$ cat config.mk
export PLATFORM = sky130hd
export DESIGN_NAME = json_pretty_printer_flat
export DESIGN_NICKNAME = d
export VERILOG_FILES = /design/src/hw/rtl/jpp_pkg.sv /design/src/hw/rtl/jpp_if.sv /design/src/hw/rtl/jpp_ram.sv /design/src/hw/rtl/jpp_decode.sv /design/src/hw/rtl/json_pretty_printer.sv /design/src/flat_wrapper.sv
export SDC_FILE = /design/constraint.sdc
export NUM_CORES = 1
export LEC_CHECK = 0
export ABC_CLOCK_PERIOD_IN_PS = 12900
export CORE_ASPECT_RATIO = 0.6
export CORE_MARGIN = 1
export CORE_UTILIZATION = 55
export DETAILED_ROUTE_END_ITERATION = 7
export DONT_BUFFER_PORTS = 1
export PLACE_DENSITY_LB_ADDON = 0.12
export SYNTH_ARGS = -nofsm -noshare
export SYNTH_HDL_FRONTEND = slang
export SYNTH_SLANG_ARGS = --single-unit
$ cat constraint.sdc
create_clock -name clk -period 12.9 [get_ports clk]
set_input_delay 1.935 -clock clk [delete_from_list [all_inputs] [get_ports clk]]
set_output_delay 1.935 -clock clk [all_outputs]
set_load 0.03 [all_outputs]
$ cat src/hw/rtl/jpp_pkg.sv
package jpp_pkg;

  localparam int LEVEL_W = 6;
  localparam int CFG_IDX_W = 2;
  localparam int CFG_DATA_W = 32;

  localparam logic [CFG_IDX_W-1:0] CFG_MAX_DEPTH = 2'd0;
  localparam logic [CFG_IDX_W-1:0] CFG_MAX_IN    = 2'd1;
  localparam logic [CFG_IDX_W-1:0] CFG_MAX_OUT   = 2'd2;

  localparam logic [7:0] CH_NUL    = 8'h00;
  localparam logic [7:0] CH_TAB    = 8'h09;
  localparam logic [7:0] CH_NL     = 8'h0A;
  localparam logic [7:0] CH_VT     = 8'h0B;
  localparam logic [7:0] CH_FF     = 8'h0C;
  localparam logic [7:0] CH_CR     = 8'h0D;
  localparam logic [7:0] CH_SPACE  = 8'h20;
  localparam logic [7:0] CH_QUOTE  = 8'h22;
  localparam logic [7:0] CH_PLUS   = 8'h2B;
  localparam logic [7:0] CH_COMMA  = 8'h2C;
  localparam logic [7:0] CH_MINUS  = 8'h2D;
  localparam logic [7:0] CH_DOT    = 8'h2E;
  localparam logic [7:0] CH_ZERO   = 8'h30;
  localparam logic [7:0] CH_NINE   = 8'h39;
  localparam logic [7:0] CH_COLON  = 8'h3A;
  localparam logic [7:0] CH_UPPER_E = 8'h45;
  localparam logic [7:0] CH_OBRK   = 8'h5B;
  localparam logic [7:0] CH_BSLASH = 8'h5C;
  localparam logic [7:0] CH_CBRK   = 8'h5D;
  localparam logic [7:0] CH_A      = 8'h61;
  localparam logic [7:0] CH_E      = 8'h65;
  localparam logic [7:0] CH_F      = 8'h66;
  localparam logic [7:0] CH_L      = 8'h6C;
  localparam logic [7:0] CH_N      = 8'h6E;
  localparam logic [7:0] CH_R      = 8'h72;
  localparam logic [7:0] CH_S      = 8'h73;
  localparam logic [7:0] CH_T      = 8'h74;
  localparam logic [7:0] CH_U      = 8'h75;
  localparam logic [7:0] CH_OBRACE = 8'h7B;
  localparam logic [7:0] CH_CBRACE = 8'h7D;

  typedef enum logic [2:0] {
    ST_OK      = 3'd0,
    ST_SYNTAX  = 3'd1,
    ST_NUMBER  = 3'd2,
    ST_DEPTH   = 3'd3,
    ST_OUT_OVF = 3'd4,
    ST_IN_OVF  = 3'd5
  } status_t;

  typedef enum logic [4:0] {
    M_TOP        = 5'd0,
    M_ARR_FIRST  = 5'd1,
    M_OBJ_FIRST  = 5'd2,
    M_VALUE      = 5'd3,
    M_KEY        = 5'd4,
    M_STR        = 5'd5,
    M_STR_ESC    = 5'd6,
    M_KEYSTR     = 5'd7,
    M_KEYSTR_ESC = 5'd8,
    M_COLON      = 5'd9,
    M_AFTER      = 5'd10,
    M_DONE       = 5'd11,
    M_NULL_U     = 5'd12,
    M_NULL_L1    = 5'd13,
    M_NULL_L2    = 5'd14,
    M_TRUE_R     = 5'd15,
    M_TRUE_U     = 5'd16,
    M_TRUE_E     = 5'd17,
    M_FALSE_A    = 5'd18,
    M_FALSE_L    = 5'd19,
    M_FALSE_S    = 5'd20,
    M_FALSE_E    = 5'd21,
    M_N_SIGN     = 5'd22,
    M_N_ZERO     = 5'd23,
    M_N_INT      = 5'd24,
    M_N_FRAC0    = 5'd25,
    M_N_FRAC     = 5'd26,
    M_N_EXP0     = 5'd27,
    M_N_EXPS     = 5'd28,
    M_N_EXP      = 5'd29
  } mode_t;

  // one decoded input byte: what to emit and how the parser state moves
  typedef struct packed {
    mode_t      mode_next;
    logic       redo;
    logic       err;
    status_t    err_code;
    logic       c0_en;
    logic [7:0] c0;
    logic       push;
    logic       push_kind;
    logic       pop;
    logic       depth_err;
    logic       nl_en;
    logic       c1_en;
    logic [7:0] c1;
    logic       is_close;
  } dec_t;

endpackage

$ cat src/hw/rtl/jpp_if.sv
interface jpp_in_if;
  logic       valid;
  logic       ready;
  logic [7:0] in_char;
  logic       end_of_input;

  modport source (output valid, output in_char, output end_of_input, input ready);
  modport sink (input valid, input in_char, input end_of_input, output ready);
endinterface

interface jpp_out_if;
  logic       valid;
  logic       ready;
  logic [7:0] out_char;
  logic       is_last;
  logic [2:0] status;
  logic       value_done;

  modport source (output valid, output out_char, output is_last, output status,
                  output value_done, input ready);
  modport sink (input valid, input out_char, input is_last, input status,
                input value_done, output ready);
endinterface

$ cat src/hw/rtl/jpp_ram.sv
module jpp_ram #(
  parameter int WIDTH = 1,
  parameter int DEPTH = 32
) (
  input  logic                                          clk,
  input  logic                                          we,
  input  logic [((DEPTH > 1) ? $clog2(DEPTH) : 1)-1:0]  waddr,
  input  logic [WIDTH-1:0]                              wdata,
  input  logic [((DEPTH > 1) ? $clog2(DEPTH) : 1)-1:0]  raddr,
  output logic [WIDTH-1:0]                              rdata
);
  logic [WIDTH-1:0] mem [DEPTH];

  always_ff @(posedge clk) begin
    if (we) begin
      mem[waddr] <= wdata;
    end
    rdata <= mem[raddr];
  end
endmodule

$ cat src/hw/rtl/jpp_decode.sv
module jpp_decode (
  input  logic [7:0]                    ch,
  input  jpp_pkg::mode_t                mode,
  input  logic [jpp_pkg::LEVEL_W-1:0]   level,
  input  logic [jpp_pkg::LEVEL_W-1:0]   lim,
  input  logic                          kind,
  input  logic                          full,
  output jpp_pkg::dec_t                 dec
);

  function automatic jpp_pkg::mode_t complete_mode(logic [jpp_pkg::LEVEL_W-1:0] lv);
    return (lv == '0) ? jpp_pkg::M_DONE : jpp_pkg::M_AFTER;
  endfunction

  function automatic jpp_pkg::dec_t value_start(jpp_pkg::dec_t din, logic [7:0] c,
                                                logic deep);
    jpp_pkg::dec_t d;
    d = din;
    d.c0 = c;
    d.c0_en = 1'b1;
    if (c == jpp_pkg::CH_OBRACE || c == jpp_pkg::CH_OBRK) begin
      if (deep) begin
        d.depth_err = 1'b1;
      end else begin
        d.push = 1'b1;
        d.push_kind = (c == jpp_pkg::CH_OBRACE);
        d.mode_next = (c == jpp_pkg::CH_OBRACE) ? jpp_pkg::M_OBJ_FIRST
                                                : jpp_pkg::M_ARR_FIRST;
        d.nl_en = 1'b1;
      end
    end else if (c == jpp_pkg::CH_QUOTE) begin
      d.mode_next = jpp_pkg::M_STR;
    end else if (c == jpp_pkg::CH_N) begin
      d.mode_next = jpp_pkg::M_NULL_U;
    end else if (c == jpp_pkg::CH_T) begin
      d.mode_next = jpp_pkg::M_TRUE_R;
    end else if (c == jpp_pkg::CH_F) begin
      d.mode_next = jpp_pkg::M_FALSE_A;
    end else if (c == jpp_pkg::CH_MINUS) begin
      d.mode_next = jpp_pkg::M_N_SIGN;
    end else if (c == jpp_pkg::CH_ZERO) begin
      d.mode_next = jpp_pkg::M_N_ZERO;
    end else if (c >= jpp_pkg::CH_ZERO && c <= jpp_pkg::CH_NINE) begin
      d.mode_next = jpp_pkg::M_N_INT;
    end else begin
      d.c0_en = 1'b0;
      d.err = 1'b1;
      d.err_code = jpp_pkg::ST_NUMBER;
    end
    return d;
  endfunction

  function automatic jpp_pkg::dec_t close_cont(jpp_pkg::dec_t din, logic k,
                                               logic [jpp_pkg::LEVEL_W-1:0] lv);
    jpp_pkg::dec_t d;
    d = din;
    d.pop = 1'b1;
    d.nl_en = 1'b1;
    d.c1_en = 1'b1;
    d.c1 = k ? jpp_pkg::CH_CBRACE : jpp_pkg::CH_CBRK;
    d.is_close = 1'b1;
    d.mode_next = (lv == jpp_pkg::LEVEL_W'(1)) ? jpp_pkg::M_DONE : jpp_pkg::M_AFTER;
    return d;
  endfunction

  logic       dig;
  logic       expo;
  logic       ws;
  logic       deep;
  logic [7:0] lit_exp;
  logic       lit_end;
  jpp_pkg::status_t syn_code;

  always_comb begin
    dig = (ch >= jpp_pkg::CH_ZERO) && (ch <= jpp_pkg::CH_NINE);
    expo = (ch == jpp_pkg::CH_E) || (ch == jpp_pkg::CH_UPPER_E);
    ws = (ch == jpp_pkg::CH_SPACE) || (ch == jpp_pkg::CH_TAB) || (ch == jpp_pkg::CH_NL) ||
         (ch == jpp_pkg::CH_VT) || (ch == jpp_pkg::CH_FF) || (ch == jpp_pkg::CH_CR);
    deep = (level >= lim);
    syn_code = full ? jpp_pkg::ST_OUT_OVF : jpp_pkg::ST_SYNTAX;

    lit_end = 1'b0;
    case (mode)
      jpp_pkg::M_NULL_U:  lit_exp = jpp_pkg::CH_U;
      jpp_pkg::M_NULL_L1: lit_exp = jpp_pkg::CH_L;
      jpp_pkg::M_NULL_L2: begin
        lit_exp = jpp_pkg::CH_L;
        lit_end = 1'b1;
      end
      jpp_pkg::M_TRUE_R:  lit_exp = jpp_pkg::CH_R;
      jpp_pkg::M_TRUE_U:  lit_exp = jpp_pkg::CH_U;
      jpp_pkg::M_TRUE_E: begin
        lit_exp = jpp_pkg::CH_E;
        lit_end = 1'b1;
      end
      jpp_pkg::M_FALSE_A: lit_exp = jpp_pkg::CH_A;
      jpp_pkg::M_FALSE_L: lit_exp = jpp_pkg::CH_L;
      jpp_pkg::M_FALSE_S: lit_exp = jpp_pkg::CH_S;
      jpp_pkg::M_FALSE_E: begin
        lit_exp = jpp_pkg::CH_E;
        lit_end = 1'b1;
      end
      default: lit_exp = jpp_pkg::CH_NUL;
    endcase

    dec = '0;
    dec.mode_next = mode;
    dec.c0 = ch;

    if (mode inside {[jpp_pkg::M_N_SIGN:jpp_pkg::M_N_EXP]}) begin
      // number grammar; a byte that ends the number falls to the bottom
      dec.c0_en = 1'b1;
      case (mode)
        jpp_pkg::M_N_SIGN, jpp_pkg::M_N_FRAC0, jpp_pkg::M_N_EXPS: begin
          if (!dig) begin
            dec.c0_en = 1'b0;
            dec.err = 1'b1;
            dec.err_code = jpp_pkg::ST_NUMBER;
          end else if (mode == jpp_pkg::M_N_SIGN) begin
            dec.mode_next = (ch == jpp_pkg::CH_ZERO) ? jpp_pkg::M_N_ZERO : jpp_pkg::M_N_INT;
          end else if (mode == jpp_pkg::M_N_FRAC0) begin
            dec.mode_next = jpp_pkg::M_N_FRAC;
          end else begin
            dec.mode_next = jpp_pkg::M_N_EXP;
          end
        end
        jpp_pkg::M_N_ZERO, jpp_pkg::M_N_INT: begin
          if (dig) begin
            if (mode == jpp_pkg::M_N_ZERO) begin
              dec.c0_en = 1'b0;
              dec.err = 1'b1;
              dec.err_code = jpp_pkg::ST_NUMBER;
            end
          end else if (ch == jpp_pkg::CH_DOT) begin
            dec.mode_next = jpp_pkg::M_N_FRAC0;
          end else if (expo) begin
            dec.mode_next = jpp_pkg::M_N_EXP0;
          end else begin
            dec.c0_en = 1'b0;
          end
        end
        jpp_pkg::M_N_FRAC: begin
          if (expo) begin
            dec.mode_next = jpp_pkg::M_N_EXP0;
          end else if (!dig) begin
            dec.c0_en = 1'b0;
          end
        end
        jpp_pkg::M_N_EXP0: begin
          if (ch == jpp_pkg::CH_PLUS || ch == jpp_pkg::CH_MINUS) begin
            dec.mode_next = jpp_pkg::M_N_EXPS;
          end else if (!dig) begin
            dec.c0_en = 1'b0;
            dec.err = 1'b1;
            dec.err_code = jpp_pkg::ST_NUMBER;
          end else begin
            dec.mode_next = jpp_pkg::M_N_EXP;
          end
        end
        default: begin
          if (!dig) begin
            dec.c0_en = 1'b0;
          end
        end
      endcase
      if (!dec.c0_en && !dec.err) begin
        // number ended: at top level the text is finished, else reparse
        dec.mode_next = complete_mode(level);
        dec.redo = (level != '0);
      end
    end else if (mode inside {[jpp_pkg::M_NULL_U:jpp_pkg::M_FALSE_E]}) begin
      if (ch != lit_exp) begin
        dec.err = 1'b1;
        dec.err_code = syn_code;
      end else begin
        dec.c0_en = 1'b1;
        dec.mode_next = lit_end ? complete_mode(level) : jpp_pkg::mode_t'(mode + 5'd1);
      end
    end else begin
      case (mode)
        jpp_pkg::M_STR, jpp_pkg::M_KEYSTR: begin
          dec.c0_en = 1'b1;
          if (ch == jpp_pkg::CH_BSLASH) begin
            dec.mode_next = jpp_pkg::mode_t'(mode + 5'd1);
          end else if (ch == jpp_pkg::CH_QUOTE) begin
            dec.mode_next = (mode == jpp_pkg::M_STR) ? complete_mode(level)
                                                     : jpp_pkg::M_COLON;
          end
        end
        jpp_pkg::M_STR_ESC, jpp_pkg::M_KEYSTR_ESC: begin
          dec.c0_en = 1'b1;
          dec.mode_next = jpp_pkg::mode_t'(mode - 5'd1);
        end
        default: begin
          if (!ws) begin
            case (mode)
              jpp_pkg::M_TOP, jpp_pkg::M_VALUE: dec = value_start(dec, ch, deep);
              jpp_pkg::M_ARR_FIRST: begin
                if (ch == jpp_pkg::CH_CBRK) dec = close_cont(dec, kind, level);
                else dec = value_start(dec, ch, deep);
              end
              jpp_pkg::M_OBJ_FIRST, jpp_pkg::M_KEY: begin
                if (mode == jpp_pkg::M_OBJ_FIRST && ch == jpp_pkg::CH_CBRACE) begin
                  dec = close_cont(dec, kind, level);
                end else if (ch != jpp_pkg::CH_QUOTE) begin
                  dec.err = 1'b1;
                  dec.err_code = syn_code;
                end else begin
                  dec.c0_en = 1'b1;
                  dec.mode_next = jpp_pkg::M_KEYSTR;
                end
              end
              jpp_pkg::M_COLON: begin
                if (ch != jpp_pkg::CH_COLON) begin
                  dec.err = 1'b1;
                  dec.err_code = syn_code;
                end else begin
                  dec.c0_en = 1'b1;
                  dec.c1_en = 1'b1;
                  dec.c1 = jpp_pkg::CH_SPACE;
                  dec.mode_next = jpp_pkg::M_VALUE;
                end
              end
              jpp_pkg::M_AFTER: begin
                if (ch == (kind ? jpp_pkg::CH_CBRACE : jpp_pkg::CH_CBRK)) begin
                  dec = close_cont(dec, kind, level);
                end else if (ch != jpp_pkg::CH_COMMA) begin
                  dec.err = 1'b1;
                  dec.err_code = syn_code;
                end else begin
                  dec.c0_en = 1'b1;
                  dec.nl_en = 1'b1;
                  dec.mode_next = kind ? jpp_pkg::M_KEY : jpp_pkg::M_VALUE;
                end
              end
              default: ;
            endcase
          end
        end
      endcase
    end
  end
endmodule

$ cat src/hw/rtl/json_pretty_printer.sv
// channel  | dir | payload                                  | transfer
// in_ch    | in  | in_char[7:0], end_of_input               | valid && ready
// out_ch   | out | out_char[7:0], is_last, status[2:0],      | valid && ready
//          |     | value_done                               |
// cfg      | in  | cfg_index[1:0], cfg_data[31:0]           | cfg_we
//
// A byte goes through accept, limit checks, then decode after the kind stack
// read; its result bytes leave through the single emit unit. A newline after an
// opening bracket or comma, or before a closing one, is followed by one tab per
// nesting level. A byte that ends a nested number is decoded a second time.
// Synchronous active-high reset; the kind stack RAM is not cleared.
// in_ch.ready is low while a byte is in work; a stalled out_ch holds the emitter.
module json_pretty_printer #(
  parameter int STACK_DEPTH = 32
) (
  input  logic                            clk,
  input  logic                            rst,
  jpp_in_if.sink                          in_ch,
  jpp_out_if.source                       out_ch,
  input  logic                            cfg_we,
  input  logic [jpp_pkg::CFG_IDX_W-1:0]   cfg_index,
  input  logic [jpp_pkg::CFG_DATA_W-1:0]  cfg_data
);
  localparam int SAW = (STACK_DEPTH > 1) ? $clog2(STACK_DEPTH) : 1;
  localparam int LW = jpp_pkg::LEVEL_W;

  typedef enum logic [8:0] {
    S_IDLE = 9'b000000001,
    S_LOAD = 9'b000000010,
    S_DEC  = 9'b000000100,
    S_C0   = 9'b000001000,
    S_NL   = 9'b000010000,
    S_TAB  = 9'b000100000,
    S_C1   = 9'b001000000,
    S_ERR  = 9'b010000000,
    S_TERM = 9'b100000000
  } state_t;

  state_t            state;
  logic [7:0]        ch;
  logic              eoi;
  logic [LW-1:0]     level;
  jpp_pkg::mode_t    mode;
  logic [31:0]       bytes_in;
  logic [31:0]       bytes_out;
  jpp_pkg::status_t  error_code;
  jpp_pkg::status_t  ecode;
  logic [LW-1:0]     max_depth;
  logic [31:0]       max_in;
  logic [31:0]       max_out;

  logic [7:0]        c0;
  logic [7:0]        c1;
  logic              c1_en;
  logic              nl_en;
  logic              depth_err;
  logic              vd;
  logic [LW-1:0]     tcnt;

  logic              out_valid;
  logic [7:0]        o_char;
  logic              o_last;
  jpp_pkg::status_t  o_status;
  logic              o_vd;

  logic              kind_rd;
  logic              top_kind;
  logic [LW-1:0]     lim;
  logic              full;
  logic              room2;
  logic              obuf_free;
  logic              out_load;
  logic              stack_we;
  jpp_pkg::dec_t     dec;

  logic [7:0]        em_char;
  state_t            em_next;
  logic              em_last;

  assign lim = (max_depth > LW'(STACK_DEPTH)) ? LW'(STACK_DEPTH) : max_depth;
  assign full = (bytes_out >= max_out);
  assign room2 = ({1'b0, bytes_out} + 33'd2) <= {1'b0, max_out};
  assign obuf_free = !out_valid || out_ch.ready;
  assign out_load = obuf_free &&
                    (((state == S_C0 || state == S_NL || state == S_TAB || state == S_C1) &&
                      !full) || state == S_ERR || state == S_TERM);
  assign top_kind = (level != '0) && kind_rd;
  assign stack_we = (state == S_DEC) && !dec.err && dec.push;

  jpp_ram #(.WIDTH(1), .DEPTH(STACK_DEPTH)) u_stack (
    .clk   (clk),
    .we    (stack_we),
    .waddr (level[SAW-1:0]),
    .wdata (dec.push_kind),
    .raddr (SAW'(level - LW'(1))),
    .rdata (kind_rd)
  );

  jpp_decode u_dec (
    .ch    (ch),
    .mode  (mode),
    .level (level),
    .lim   (lim),
    .kind  (top_kind),
    .full  (full),
    .dec   (dec)
  );

  always_comb begin
    em_char = jpp_pkg::CH_NUL;
    em_next = S_IDLE;
    case (state)
      S_C0: begin
        em_char = c0;
        em_next = depth_err ? S_ERR : nl_en ? S_NL : c1_en ? S_C1 : S_IDLE;
      end
      S_NL: begin
        em_char = jpp_pkg::CH_NL;
        em_next = (level != '0) ? S_TAB : c1_en ? S_C1 : S_IDLE;
      end
      S_TAB: begin
        em_char = jpp_pkg::CH_TAB;
        em_next = (tcnt > LW'(1)) ? S_TAB : c1_en ? S_C1 : S_IDLE;
      end
      S_C1: begin
        em_char = c1;
        em_next = S_IDLE;
      end
      default: ;
    endcase
    em_last = (em_next == S_IDLE);
  end

  always_ff @(posedge clk) begin
    if (rst) begin
      state      <= S_IDLE;
      out_valid  <= 1'b0;
      level      <= '0;
      mode       <= jpp_pkg::M_TOP;
      bytes_in   <= '0;
      bytes_out  <= '0;
      error_code <= jpp_pkg::ST_OK;
      max_depth  <= 6'd32;
      max_in     <= '1;
      max_out    <= '1;
    end else begin
      if (cfg_we) begin
        case (cfg_index)
          jpp_pkg::CFG_MAX_DEPTH: max_depth <= cfg_data[LW-1:0];
          jpp_pkg::CFG_MAX_IN:    max_in <= cfg_data;
          jpp_pkg::CFG_MAX_OUT:   max_out <= cfg_data;
          default: ;
        endcase
      end
      if (out_load) begin
        out_valid <= 1'b1;
      end else if (out_ch.ready) begin
        out_valid <= 1'b0;
      end

      case (state)
        S_IDLE: begin
          if (in_ch.valid) begin
            ch <= in_ch.in_char;
            eoi <= in_ch.end_of_input;
            state <= S_LOAD;
          end
        end
        S_LOAD: begin
          if (error_code != jpp_pkg::ST_OK) begin
            ecode <= error_code;
            state <= S_ERR;
          end else if (eoi) begin
            if (level == '0 && (mode == jpp_pkg::M_N_ZERO || mode == jpp_pkg::M_N_INT ||
                                mode == jpp_pkg::M_N_FRAC || mode == jpp_pkg::M_N_EXP)) begin
              mode <= jpp_pkg::M_DONE;
              state <= S_TERM;
            end else if (mode == jpp_pkg::M_TOP || mode == jpp_pkg::M_VALUE ||
                         mode == jpp_pkg::M_ARR_FIRST || mode >= jpp_pkg::M_N_SIGN) begin
              ecode <= jpp_pkg::ST_NUMBER;
              state <= S_ERR;
            end else if (mode != jpp_pkg::M_DONE) begin
              ecode <= jpp_pkg::ST_SYNTAX;
              state <= S_ERR;
            end else begin
              state <= S_TERM;
            end
          end else if (mode == jpp_pkg::M_DONE) begin
            state <= S_IDLE;
          end else if (bytes_in >= max_in) begin
            ecode <= jpp_pkg::ST_IN_OVF;
            state <= S_ERR;
          end else begin
            bytes_in <= bytes_in + 32'd1;
            state <= S_DEC;
          end
        end
        S_DEC: begin
          mode <= dec.mode_next;
          if (dec.redo) begin
            state <= S_DEC;
          end else if (dec.err) begin
            ecode <= dec.err_code;
            state <= S_ERR;
          end else begin
            if (dec.push) level <= level + LW'(1);
            if (dec.pop) level <= level - LW'(1);
            c0 <= dec.c0;
            c1 <= dec.c1;
            c1_en <= dec.c1_en;
            nl_en <= dec.nl_en;
            depth_err <= dec.depth_err;
            // a close back to top level only finishes if both bytes fit
            vd <= (dec.mode_next == jpp_pkg::M_DONE) && (!dec.is_close || room2);
            state <= dec.c0_en ? S_C0 : dec.nl_en ? S_NL : S_IDLE;
          end
        end
        S_C0, S_NL, S_TAB, S_C1: begin
          if (obuf_free) begin
            if (full) begin
              ecode <= jpp_pkg::ST_OUT_OVF;
              state <= S_ERR;
            end else begin
              o_char <= em_char;
              o_last <= em_last;
              o_status <= jpp_pkg::ST_OK;
              o_vd <= vd;
              bytes_out <= bytes_out + 32'd1;
              if (state == S_C0 && depth_err) ecode <= jpp_pkg::ST_DEPTH;
              if (state == S_NL) tcnt <= level;
              if (state == S_TAB) tcnt <= tcnt - LW'(1);
              state <= em_next;
            end
          end
        end
        S_ERR: begin
          if (obuf_free) begin
            o_char <= jpp_pkg::CH_NUL;
            o_last <= 1'b1;
            o_status <= ecode;
            o_vd <= 1'b0;
            error_code <= ecode;
            state <= S_IDLE;
          end
        end
        S_TERM: begin
          if (obuf_free) begin
            o_char <= jpp_pkg::CH_NUL;
            o_last <= 1'b1;
            o_status <= jpp_pkg::ST_OK;
            o_vd <= 1'b1;
            state <= S_IDLE;
          end
        end
        default: state <= S_IDLE;
      endcase
    end
  end

  assign in_ch.ready = (state == S_IDLE);
  assign out_ch.valid = out_valid;
  assign out_ch.out_char = o_char;
  assign out_ch.is_last = o_last;
  assign out_ch.status = o_status;
  assign out_ch.value_done = o_vd;

`ifndef NO_ASSERTIONS
  a_err_latched: assert property (@(posedge clk) disable iff (rst)
    (error_code != jpp_pkg::ST_OK) |=> (error_code == $past(error_code)))
    else $error("latched error code changed");

  a_level_bound: assert property (@(posedge clk) disable iff (rst)
    level <= LW'(STACK_DEPTH))
    else $error("nesting level beyond stack");

  a_err_last: assert property (@(posedge clk) disable iff (rst)
    (out_valid && o_status != jpp_pkg::ST_OK) |-> (o_last && !o_vd))
    else $error("error result not final");

  a_push_in_range: assert property (@(posedge clk) disable iff (rst)
    stack_we |-> (level < lim))
    else $error("push past depth limit");
`endif
endmodule

$ cat src/flat_wrapper.sv
// flat-port wrapper written by rule: the top's interface ports become plain ports
module json_pretty_printer_flat 
#(
  parameter int STACK_DEPTH = 32
)
  (clk, rst, cfg_we, cfg_index, cfg_data, in_ch_valid, in_ch_in_char, in_ch_end_of_input, in_ch_ready, out_ch_valid, out_ch_out_char, out_ch_is_last, out_ch_status, out_ch_value_done, out_ch_ready);
  jpp_in_if in_ch_i ();
  jpp_out_if out_ch_i ();
  input  logic clk;
  input  logic rst;
  input  logic cfg_we;
  input  logic [jpp_pkg::CFG_IDX_W-1:0] cfg_index;
  input  logic [jpp_pkg::CFG_DATA_W-1:0] cfg_data;
  input wire logic [$bits(in_ch_i.valid)-1:0] in_ch_valid;
  input wire logic [$bits(in_ch_i.in_char)-1:0] in_ch_in_char;
  input wire logic [$bits(in_ch_i.end_of_input)-1:0] in_ch_end_of_input;
  output wire logic [$bits(in_ch_i.ready)-1:0] in_ch_ready;
  output wire logic [$bits(out_ch_i.valid)-1:0] out_ch_valid;
  output wire logic [$bits(out_ch_i.out_char)-1:0] out_ch_out_char;
  output wire logic [$bits(out_ch_i.is_last)-1:0] out_ch_is_last;
  output wire logic [$bits(out_ch_i.status)-1:0] out_ch_status;
  output wire logic [$bits(out_ch_i.value_done)-1:0] out_ch_value_done;
  input wire logic [$bits(out_ch_i.ready)-1:0] out_ch_ready;
  assign in_ch_i.valid = in_ch_valid;
  assign in_ch_i.in_char = in_ch_in_char;
  assign in_ch_i.end_of_input = in_ch_end_of_input;
  assign in_ch_ready = in_ch_i.ready;
  assign out_ch_valid = out_ch_i.valid;
  assign out_ch_out_char = out_ch_i.out_char;
  assign out_ch_is_last = out_ch_i.is_last;
  assign out_ch_status = out_ch_i.status;
  assign out_ch_value_done = out_ch_i.value_done;
  assign out_ch_i.ready = out_ch_ready;
  json_pretty_printer #(.STACK_DEPTH(STACK_DEPTH)) u_core (.clk(clk), .rst(rst), .in_ch(in_ch_i), .out_ch(out_ch_i), .cfg_we(cfg_we), .cfg_index(cfg_index), .cfg_data(cfg_data));
endmodule
## Word level (Yosys, flattened, before mapping)

Memory sizes are Yosys's and may differ from the RTL's. A register that Yosys moved wholly into a read port is not among the register bits.
Cells that the tools add are included.

- $add $sub $neg: 8
- Order comparisons: 12
- Equal/unequal tests: 86
- Mux-type cells: 162
- Bitwise operators: 8
- Reduce and logical (&&, ||, !) cells: 81

Operators by type and width:

| cell | count |
|---|---|
| 2-to-1 mux 5 bit | 43 |
| 2-to-1 mux 9 bit | 18 |
| equality test 8 x 7 -> 1 bit (second input constant) | 10 |
| equality test 5 bit (second input constant) | 14 |
| 2-to-1 mux 23 bit | 3 |
| 2-to-1 mux 34 bit | 2 |
| adder 32 x 1 -> 32 bit (second input constant) | 2 |
| >= comparator 32 bit | 2 |
| 2-to-1 mux 3 bit | 19 |
| case mux 13 bit (4 select lines) | 1 |
| case mux 5 bit (5 select lines) | 2 |
| equality test 8 x 6 -> 1 bit (second input constant) | 6 |
| equality test 5 x 4 -> 1 bit (second input constant) | 9 |
| case mux 9 bit (5 select lines) | 1 |
| 2-to-1 mux 6 bit | 7 |
| case mux 7 bit (6 select lines) | 1 |
| equality test 8 x 4 -> 1 bit (second input constant) | 5 |
| case mux 9 bit (4 select lines) | 1 |
| adder 32 x 2 -> 33 bit (second input constant) | 1 |
| <= comparator 33 x 32 -> 1 bit | 1 |
| 2-to-1 mux 4 bit | 8 |
| 2-to-1 mux 8 bit | 4 |
| case mux 8 bit (4 select lines) | 1 |
| 2-to-1 mux 1 bit | 29 |
| other kinds (72) | 167 |

- Register bits after elaboration: 209
- RAM bits: 32
- Input port bits: 48
- Output and inout port bits: 15
- Logic and storage cells: 382
- Memories: 1

Memory list:

| memory | depth | bits a word | rd ports | clocked after Yosys merged registers in | wr ports | RTL line | RTL |
|---|---|---|---|---|---|---|---|
| u_core.u_stack.mem | 32 | 1 | 1 | 1 | 1 | jpp_ram.sv:12 | `logic [WIDTH-1:0] mem [DEPTH];` |

## Longest topological paths before layout

Gate-level depths: netlist (run 1).

- Depth after elaboration: 21
- Mapped depth: 19
- Mapped depth without buffers: 19

## Hierarchy

From an unflattened synthesis (run 1), not the netlist that was laid out.

- Cell total of the unflattened synthesis: 1885
- Area, all modules: 16149.2 um^2

Modules (own cells, without submodules):

| module | instances | cells an instance | area each (um^2) | seq. area each (um^2) |
|---|---|---|---|---|
| json_pretty_printer | 1 | 1352 | 12045.3 | 4694.5 |
| jpp_decode | 1 | 413 | 2586.2 | 0.0 |
| jpp_ram | 1 | 120 | 1517.7 | 980.9 |

## Least setup slack after synthesis (run 1)

Ideal clock, no wire load.

- Kind: reg-to-reg
- Start point: register u_core.level[0]
- End point: memory u_core.u_stack.mem[0], data pin
- Library setup time: 0.445 ns
- Data arrival time: 3.628 ns
- Data required time: 12.455 ns
- Slack: 8.827 ns
- Stages on the path, launching flop included: 10
- Buffers on the path: 2
- Cell sequence: dfxtp_1 clkbuf_1 clkbuf_1 inv_1 ha_1 nand2b_1 a2111oi_0 o31a_1 o21ai_0 nor3_1

RTL lines:

| element | RTL line | RTL |
|---|---|---|
| start, declared | json_pretty_printer.sv:42 | `logic [LW-1:0] level;` |
| start signal, assigned | json_pretty_printer.sv:206 | `if (dec.push) level <= level + LW'(1);` |
| start signal, assigned | json_pretty_printer.sv:207 | `if (dec.pop) level <= level - LW'(1);` |
| end, declared | jpp_ram.sv:12 |  |

## Worst setup path after layout (run 1)

- Start point: register u_core.level[0]
- End point: register u_core.c0[7], enable pin

- Word-level cells in the longest chain between the ends: 12
- Elaborated cells on any way between the ends: 14

Ends and longest elaborated chain:

| element | RTL line | RTL |
|---|---|---|
| nonzero test 6 bit (*) | jpp_decode.sv:169, json_pretty_printer.sv:87 |  |
| logical AND 1 bit | json_pretty_printer.sv:87 | `assign top_kind = (level != '0) && kind_rd;` |
| 2-to-1 mux 6 bit | jpp_decode.sv:225 | `if (ch == (kind ? jpp_pkg::CH_CBRACE : jpp_pkg::CH_CBRK)) begin` |
| equality test 8 x 7 -> 1 bit | jpp_decode.sv:225 |  |
| 2-to-1 mux 5 bit | jpp_decode.sv:225 |  |
| case mux 5 bit (5 select lines) | jpp_decode.sv:196 | `case (mode)` |
| 2-to-1 mux 34 bit | jpp_decode.sv:195 | `if (!ws) begin` |
| 2-to-1 mux 5 bit | jpp_decode.sv:180 | `case (mode)` |
| 2-to-1 mux 5 bit | jpp_decode.sv:171 | `end else if (mode inside {[jpp_pkg::M_NULL_U:jpp_pkg::M_FALSE_E]}) begin` |
| 2-to-1 mux 11 bit (*) | jpp_decode.sv:110 | `if (mode inside {[jpp_pkg::M_N_SIGN:jpp_pkg::M_N_EXP]}) begin` |
| inverter 1 bit (no line) | n/a |  |
| AND reduction 4 bit (no line) (*) | n/a |  |
| end signal, assigned | json_pretty_printer.sv:208 | `c0 <= dec.c0;` |
| end, declared | json_pretty_printer.sv:52 | `logic [7:0] c0;` |

Every way passes the cells marked *; elsewhere a longest branch is shown, timed or not.
A chain may end at the register's enable or synchronous reset.

==> impl_metrics.yaml, run 1 <==
route:
  routedWlPerCell_um: 22.16
  ant_nets: 0
  drt_drc_violations_left: 0
  vias: 13393
  drt_wl_total_mm: 46.30
  vias_per_cell: 6.411
  firstDrtPassIters: 7
  drt_iter0_markers: 1692
timing:
  report.final.slew_viol_count: 0
  fin_crit_ps: 4827
  hold_violations: 0
  fmax_ghz: 0.2072
  fin_skew_ps: 9.465
  hold_slack_ps: 483.9
  max_slew.worst_pin.slew_ps: 1048
  post-route-period-util_pct: 37.42
  fin_ws_ps: 8073
  setup_violations: 0
  rsz0062_at_grt: "no"
  timing.slew.headroom_pct: 29.53
  tns_ps: 0
pwr:
  power_density_mw_per_mm2: 98.75
  irDropWorstVdd_v: 0.00008865
  p_leak_nw: 6.645
die:
  rows: 46
  die_x_um: 216.7
  initial_utilization_pct: 56.83
  floorplan.die_area_mm2: 0.02834
  top_level_ports: 63
  die_h_um: 130.8
  fp.coreArea_mm2: 0.02676
clock_tree:
  cts_resized: 0
  clk_pin_slew_ps: 70
  ctsHoldBuffers: 0
  clock-sinks: 236
  insertion_delay_ps: 550
  numCtsBuffers: 25
  post_cts_buffers: 0
  htreeDepth: 1
  cts_tree: "yes"
  cts.path.max_buffers: 3
  cts_root_buf: "clkbuf_16"
grt:
  grt_max_degree: 93
  grt_pass1_wl_mm: 70.72
  grtUsageTotal_pct: 32.27
  grt_pass1_vias: 11820
  grt_overflow: 0
  antenna_found_initial: 3
synth:
  yosys-top-cells-count: "nand2_1, nor2_1, dfxtp_1, ha_1, inv_1"
  yosysSeqAreaShare_pct: 36.13
  synth_most_common_cell: "nand2_1"
  yosysWarnings: 0
  synth_area_leader_cell: "dfxtp_1"
  synthCells: 1755
  ys_ff_latch: 236
  synth_top_cell_area_share_pct: 20.93
  synth-main-ff-cell: "dfxtp_1"
  synth_area_mm2: 0.01521
  synth_cell_types: 89
  synth_top_cells_by_area: "dfxtp_1, edfxtp_1, ha_1"
  syn_avg_cell_area_um2: 8.666
  synth_edf_count: 77
  synth_nets: 1919
  synth-async-reset-ratio_pct: 0
final_layout:
  syn2layout_area_growth_pct: 6.902
  register_area_mm2: 0.005495
  drive_above_1_share_pct: 6.721
  nets: 1871
  multi_input_area_mm2: 0.009034
  fillers: 2372
outcome:
  outcome: "completed"
setup_path:
  r2r_slack_ps: 8070
  cp_num_cells: 9
  crit_buf_inv: 1
  cp_slowest_stage_delay_ps: 890
  crit_family: "simple AND/OR/NAND/NOR gates"
  start_kind: "register"
  path_max_fanout: 17
  r2r_start: "u_core.level[0]"
  endpoint: "u_core.c0[7]"
  critPathArrivalTime_ps: 5000
  rr_worst_depth: 9
  crit_type: "register to register"
  cp_slowest_cell: "dfxtp_1"
  crit_chain: "inv_1 -> ha_1 -> a21boi_0 -> mux2i_1 -> a221o_1 -> nand3_1 -> nand4_1 -> or2_1 -> nor2_2"
  cp-startpoint: "u_core.level[0]"
  cp.required_ps: 13070
  reg2reg_to: "u_core.c0[7]"
  endpoint_kind: "register"
job:
  cap_viol_max_count: 0
placement:
  port_buffers: 0
  post-place-ws_ps: 7808
  dpl.hpwl_mm: 35.05
  gp_congestion: 0.9725
worst_hold_path:
  hold_class: "register to register"
==> worst min-delay path, cell delays in order, from the launching register on <==
cell	delay (ps)
dfxtp_1	320
nand2_1	60
nand3_1	60
==> cell families (layout without fill, tap and decap cells) <==
group,Yosys count,in the layout,share of synthesized area [%]
AOI/OAI and AO/OA,380,380,17.14
xor gates and xnor gates,88,88,5.067
adders and majority gates,116,116,9.543
buffers and inverters,182,153,4.656
DFF,236,236,36.13
muxes,28,28,2.698
other,0,3,0
and+or+nand+nor,725,725,24.76
==> layout make-up <==
type / count / share of cell area [%]
repair buffers: 14 / 0.6464
inverters: 93 / 2.147
flip-flops and latches: 236 / 33.80
well taps: 360 / 2.770
clock inverters: 17 / 0.9003
diodes: 3 / 0.04617
clock buffers: 29 / 4.132
multi-input cells: 1337 / 55.56
==> cells in the final DEF, fill, tap and decap left out, types with 6 or more instances in the layout <==
cell type / count
a211oi_1: 18
a21o_1: 19
a21oi_1: 69
a22oi_1: 6
a31oi_1: 21
and2_1: 22
and3_1: 20
and4_1: 8
buf_4: 14
clkbuf_16: 26
dfxtp_1: 159
edfxtp_1: 77
ha_1: 116
inv_1: 92
mux2i_1: 14
mux4_2: 10
nand2_1: 188
nand2b_1: 22
nand3_1: 44
nand3b_1: 10
nand4_1: 47
nand4b_1: 6
nand4bb_1: 7
nor2_1: 183
nor2b_1: 20
nor3_1: 54
nor4_1: 10
o211ai_1: 69
o21a_1: 14
o21ai_0: 67
o22ai_1: 10
o31ai_1: 7
or2_2: 7
or3_1: 28
or4_1: 8
xnor2_1: 38
xor2_1: 50
==> per-stage QoR <==
step	util (%)	instances	total power, mW	instance area (um2)
2_1_floorplan	-	1755	0.8700	15210
3_3_place_gp	57.66	2040	0.8908	15430
3_5_place_dp	57.66	2040	0.8920	15430
4_1_cts	60.72	2086	1.610	16250
5_1_grt	60.72	2086	1.652	16250
6_report	60.75	2089	1.606	16260
==> power breakdown <==
part / switching, mW / internal (mW)
logic: 0.0588 / 0.0301
registers: 0.0128 / 0.777
clock network: 0.327 / 0.400
total: 0.398 / 1.21
==> metal layers <==
| metal | vias to the layer above | global-route usage [%] | share of wire (%) |
|---|---|---|---|
| li1 | 6352 | - | - |
| met1 | 6363 | 52.11 | 50 |
| met2 | 626 | 40.97 | 37 |
| met3 | 50 | 9.398 | 11 |
| met4 | 2 | 5.551 | 1.5 |
| met5 | - | 0 | 0.028 |
==> state kept, by name, indices dropped and copies added (netlist names), 5 cells and up <==
name and count:
u_core.bytes_in 32, u_core.bytes_out 32, u_core.c0 8, u_core.ch 8, u_core.level 6, u_core.max_depth 6, u_core.max_in 32, u_core.max_out 32
u_core.mode 5, u_core.out_ch.out_char 8, u_core.state 9, u_core.tcnt 6, u_core.u_stack.mem 32
==> worst min-delay path by stage <==
| stage | slack, ps | endpoint | cells after the start | from |
|---|---|---|---|---|
| final | 480 | u_core.max_in[0] | 2 | u_core.max_in[0] |
| after global routing | 500 | u_core.max_in[0] | 2 | u_core.max_in[0] |
| after CTS | 480 | u_core.max_in[0] | 2 | u_core.max_in[0] |
| after detailed placement | 480 | u_core.max_in[0] | 2 | u_core.max_in[0] |
| after global placement | 460 | u_core.max_in[0] | 2 | u_core.max_in[0] |
| after floorplan | 420 | u_core.c0[2] | 0 | u_core.ch[2] |
Note: power is estimated with default switching activity, not from simulation.
==> run 2: changes to the inputs <==
- ABC_CLOCK_PERIOD_IN_PS: 12900 -> 3950
- clock period: 12.9 -> 3.95 ns (I/O delays scaled with it)
==> impl_metrics.yaml, run 2 (synthesized netlist as in run 1, its figures left out) <==
die:
  initial_utilization_pct: 56.83
  die_h_um: 130.8
  die_x_um: 216.7
  floorplan.die_area_mm2: 0.02834
  top_level_ports: 63
  fp.coreArea_mm2: 0.02676
  rows: 46
route:
  ant_nets: 0
  drt_iter0_markers: 1842
  vias: 14205
  firstDrtPassIters: 5
  drt_wl_total_mm: 48.93
  vias_per_cell: 6.356
  routedWlPerCell_um: 21.89
  drt_drc_violations_left: 0
worst_hold_path:
  hp-start: "rst"
  holdPathEnd: "u_core.bytes_out[25]"
  hold_path_depth: 1
  hold_class: "input pin to register"
clock_tree:
  cts_tree: "yes"
  insertion_delay_ps: 560
  numCtsBuffers: 24
  htreeDepth: 1
  cts_root_buf: "clkbuf_16"
  clk_pin_slew_ps: 70
  post_cts_buffers: 0
  cts.path.max_buffers: 3
  clock-sinks: 236
pwr:
  finalPower_mw: 5.343
  p_leak_nw: 7.357
  irDropWorstVdd_v: 0.0003639
  power_density_mw_per_mm2: 305.2
placement:
  gp_congestion: 0.9791
  dpl.cell_count: 2190
  dpl.hpwl_mm: 37.49
  port_buffers: 0
  post-place-ws_ps: -108.4
setup_path:
  r2r_start: "u_core.bytes_out[3]"
  path_max_fanout: 6
  reg2reg_to: "u_core.vd"
  rr_worst_depth: 16
  r2r_slack_ps: 130
  cp.required_ps: 4370
  cp_slowest_stage_delay_ps: 370
  cp_slowest_cell: "a2111oi_2"
  start_kind: "register"
  critPathArrivalTime_ps: 4250
  crit_chain: "buf_4 -> and4_2 -> nand4_1 -> nor2_2 -> nand4_1 -> xnor2_1 -> ha_1 -> a21o_1 -> a21o_1 -> a21oi_1 -> nor2_1 -> a2111oi_2 -> o221a_2 -> o21ai_1 -> a2111oi_2 -> and3_1"
  endpoint_kind: "register"
  crit_type: "register to register"
outcome:
  outcome: "completed"
final_layout:
  register_area_mm2: 0.005498
  layout_common_cells: "nand2_1, nor2_1, buf_4"
  layout_commonest_cell: "nand2_1"
  fillers: 2262
  drive_above_1_share_pct: 14.67
  layout.cells.non_filler: 2235
  syn2layout_area_growth_pct: 15.10
  nets: 2020
  multi_input_area_mm2: 0.009096
job:
  cap_viol_max_count: 0
grt:
  grt_pass1_vias: 12561
  globalRoute.busiestLayer: "met1"
  grtUsageTotal_pct: 34.18
  use_met2_pct: 43.83
  grt_overflow: 0
  antenna_found_initial: 2
  grt_max_degree: 93
  grt_pass1_wl_mm: 74.66
  use_met3_pct: 9.907
  grtUsageMet1_pct: 55.40
timing:
  post-route-period-util_pct: 96.83
  rsz0062_at_grt: "yes"
  fin_ws_ps: 125.3
  timing.slew.headroom_pct: 36.29
  report.final.slew_viol_count: 0
  max_slew.worst_pin.slew_ps: 955.6
  fmax_ghz: 0.2615
  hold_violations: 0
  fin_crit_ps: 3825
  fin_skew_ps: 18.71
  setup_violations: 0
run 2: changes by cell type in the layout (fill, tap and decap cells not counted), sizes merged:
cell      previous run  this run
buf                 14       164
bufinv               1         4
clkinvlp             7         3
inv                 97        95
clkbuf              29        27
clkinv               5         8
diode                3         1
run 2: area by class of cell:
class	instances	area share (%)
antenna	1	0.01429
sequential	236	31.40
timing repair buffer	164	7.318
tap	360	2.573
clock inverter	17	1.186
clock buffer	27	3.552
inverter	93	1.994
multi-input combinational	1337	51.96
run 2: how the worst max path moves through the flow:
stage | from | to | slack, ps | cells after the start
finish | u_core.bytes_out[3] | u_core.vd | 130 | 16
global placement | u_core.bytes_out[1] | u_core.vd | 9 | 19
floorplan | u_core.bytes_out[1] | u_core.vd | 120 | 19
CTS | u_core.bytes_out[1] | u_core.vd | 5 | 18
detailed placement | u_core.bytes_out[1] | u_core.vd | -110 | 19
global route | u_core.bytes_out[3] | u_core.vd | -30 | 16
run 2: routing by layer:
| layer | up-vias | routed length [um] |
|---|---|---|
| met5 | - | 41 |
| met4 | 6 | 485 |
| met3 | 46 | 6000 |
| met2 | 683 | 18350 |
| met1 | 6816 | 24050 |
| li1 | 6654 | - |
run 2: timing repair:
action / 4_1_cts / 5_1_grt
setup endpoints to repair: 1 / 20
hold buffers: 0 / 0
resized for setup: 4 / 17
pin swaps: 0 / 7
endpoints found under the hold margin: 0 / 0
run 2: report_power, final:
part / switching [mW] / leakage, nW / internal (mW) / total (mW)
clock: 1.05 / 0.396 / 1.40 / 2.45
sequential: 0.0297 / 1.97 / 2.54 / 2.57
combinational: 0.208 / 4.99 / 0.113 / 0.321
total: 1.29 / 7.36 / 4.06 / 5.34
run 2: worst max-delay path: cells and delay by family, from the launching register on:
kind | cells | cell delay (ps)
AOI/OAI and AO/OA | 7 | 1510
buffers and inverters | 1 | 150
DFF | 1 | 340
adders and majority gates | 1 | 320
and+or+nand+nor | 6 | 1150
xor gates and xnor gates | 1 | 200
run 2: stage by stage:
step	TNS (ps)	hold WS (ps)	area, um2	util, %
2_1_floorplan	0	424.4	15220	-
3_3_place_gp	0	461.8	16600	62.04
3_5_place_dp	-108.4	472.7	16600	62.04
4_1_cts	0	100.2	17440	65.18
5_1_grt	-31.84	104.1	17500	65.40
6_report	0	119.8	17510	65.41
==> run 3: changes to the inputs <==
- ABC_CLOCK_PERIOD_IN_PS: 3950 -> 3500
- clock period: 3.95 -> 3.5 ns (I/O delays scaled with it)
==> impl_metrics.yaml, run 3 (synthesized netlist as in run 1, its figures left out) <==
clock_tree:
  numCtsBuffers: 24
  cts_tree: "yes"
  insertion_delay_ps: 540
  clock-sinks: 236
  clk_pin_slew_ps: 70
  cts_root_buf: "clkbuf_16"
  cts.path.max_buffers: 3
  htreeDepth: 1
setup_path:
  path_max_fanout: 6
  reg2reg_to: "u_core.vd"
  rr_worst_depth: 16
  r2r_start: "u_core.bytes_out[25]"
  endpoint: "u_core.vd"
  endpoint_kind: "register"
  r2r_slack_ps: -90
  cp_slowest_stage_delay_ps: 520
  critPathArrivalTime_ps: 4000
  cp-startpoint: "u_core.bytes_out[25]"
  start_kind: "register"
  cp.required_ps: 3910
  crit_type: "register to register"
  crit_chain: "and3_1 -> nand4_1 -> nor3_1 -> nand2_1 -> xnor2_1 -> ha_1 -> nand2_2 -> nor2_2 -> nand3_2 -> buf_4 -> nor3_4 -> nand2_1 -> a21oi_2 -> o21ai_2 -> a2111oi_2 -> and3_1"
  cp_slowest_cell: "dfxtp_1"
pwr:
  irDropWorstVdd_v: 0.0004214
  p_sw_mw: 1.415
  p_comb_share_pct: 7.2
  p_sw_share_pct: 23.87
  power_density_mw_per_mm2: 326.2
  seqPwrFrac_pct: 48.7
  p_int_mw: 4.513
  finalPower_mw: 5.928
  p_leak_nw: 7.711
  power.share.clock_pct: 44.1
timing:
  timing.slew.headroom_pct: 34.30
  report.final.slew_viol_count: 0
  hold_violations: 0
  fin_skew_ps: 16.14
  fin_crit_ps: 3592
  fmax_ghz: 0.2784
  post-route-period-util_pct: 102.6
  hold_slack_ps: 77.81
  fin_ws_ps: -91.55
  rsz0062_at_grt: "yes"
  max_slew.worst_pin.slew_ps: 985.4
  setup_violations: 1
grt:
  grtUsageTotal_pct: 35.23
  antenna_found_initial: 2
  grt_overflow: 0
  grt_pass1_wl_mm: 76.18
  grt_pass1_vias: 13042
  grt_max_degree: 93
route:
  vias_per_cell: 6.253
  vias: 14307
  drt_iter0_markers: 1729
  highest_layer: "met5"
  drt_drc_violations_left: 0
  wirelength_met1_mm: 24.73
  drt_wl_total_mm: 50.78
  wl_met2_mm: 18.44
  wl_met3_mm: 6.694
  firstDrtPassIters: 5
  ant_nets: 0
  routedWlPerCell_um: 22.19
final_layout:
  fillers: 2227
  register_area_mm2: 0.005512
  syn2layout_area_growth_pct: 19.48
  final_core_util_pct: 67.90
  drive_above_1_share_pct: 19.66
  layout_commonest_cell: "buf_4"
  layout_common_cells: "buf_4, nand2_1, nor2_1"
  diodes: 0
  multi_input_area_mm2: 0.009339
  nets: 2074
die:
  floorplan.die_area_mm2: 0.02834
  die_x_um: 216.7
  top_level_ports: 63
  fp.coreArea_mm2: 0.02676
  rows: 46
  die_h_um: 130.8
  initial_utilization_pct: 56.83
placement:
  dpl.hpwl_mm: 39.17
  port_buffers: 0
  gp_congestion: 1.033
outcome:
  violations: "setup timing"
  outcome: "finished, violations left"
job:
  cap_viol_max_count: 0
worst_hold_path:
  hold_path_depth: 1
  hold_class: "input pin to register"
## run 3: cell count changes in the layout (fill, tap and decap cells not counted), moves of 6 or more
| cell | before | now |
|---|---|---|
| buf_4 | 160 | 210 |
| nor2_1 | 181 | 175 |
| dfxtp_1 | 157 | 150 |
| nor3_1 | 54 | 48 |
| nand2_1 | 188 | 180 |
| nand2_2 | 0 | 6 |
| clkbuf_8 | 1 | 7 |
## run 3: layer usage
layer	track usage, %	vias to the layer above
met5	0	-
met4	7.125	2
met3	12.82	71
met2	44.59	722
met1	55.05	6753
li1	-	6759
## run 3: layout make-up
cell class                      count  area share, %
Clock buffer                       37          3.966
Clock inverter                      7         0.4062
Inverter                           93          1.921
Multi-Input combinational cell   1337          51.39
Sequential cell                   236          30.33
Tap cell                          360          2.479
Timing Repair Buffer              218          9.508
## run 3: power groups by stage
stage | logic [mW] | registers, mW | clock network (mW)
2_1_floorplan | 0.263 | 2.94 | 0
3_3_place_gp | 0.380 | 2.95 | 0
3_5_place_dp | 0.389 | 2.95 | 0
4_1_cts | 0.393 | 2.89 | 2.64
5_1_grt | 0.458 | 2.89 | 2.73
6_report | 0.425 | 2.89 | 2.61
## run 3: what timing repair did
item	CTS	global route
setup buffers	3	12
endpoints found under the setup margin	13	64
pin swaps	16	26
cloned	0	0
hold buffers	0	0
resized for setup	12	50
## run 3: how the worst min path moves through the flow
| stage | from | endpoint |
|---|---|---|
| floorplan | u_core.ch[2] | u_core.c0[2] |
| global placement | u_core.bytes_in[31] | u_core.bytes_in[31] |
| detailed placement | u_core.bytes_in[31] | u_core.bytes_in[31] |
| CTS | rst | u_core.bytes_out[31] |
| global route | in_ch_in_char[4] | u_core.ch[4] |
| finish | rst | u_core.bytes_out[22] |
## run 3: worst max-delay path, delay by kind of cell, from the launching register on
| family | cells | cell delay, ps |
|---|---|---|
| XOR/XNOR | 1 | 150 |
| AO/OA/AOI/OAI | 3 | 570 |
| flip-flops | 1 | 520 |
| adder cells (fa/ha/maj) | 1 | 340 |
| buffers and inverters | 1 | 160 |
| AND/OR/NAND/NOR | 10 | 1710 |
## run 3: metrics by stage
step / instance area (um2) / setup WS, ps / std cells / setup TNS (ps)
6_report: 18170 / -91.55 / 2288 / -91.55
5_1_grt: 18170 / -208.8 / 2288 / -217.6
4_1_cts: 17870 / -62.79 / 2276 / -62.79
3_5_place_dp: 17010 / -307.0 / 2229 / -307.0
3_3_place_gp: 17010 / -172.3 / 2229 / -172.3
2_1_floorplan: 15310 / 3.220 / 1755 / 0
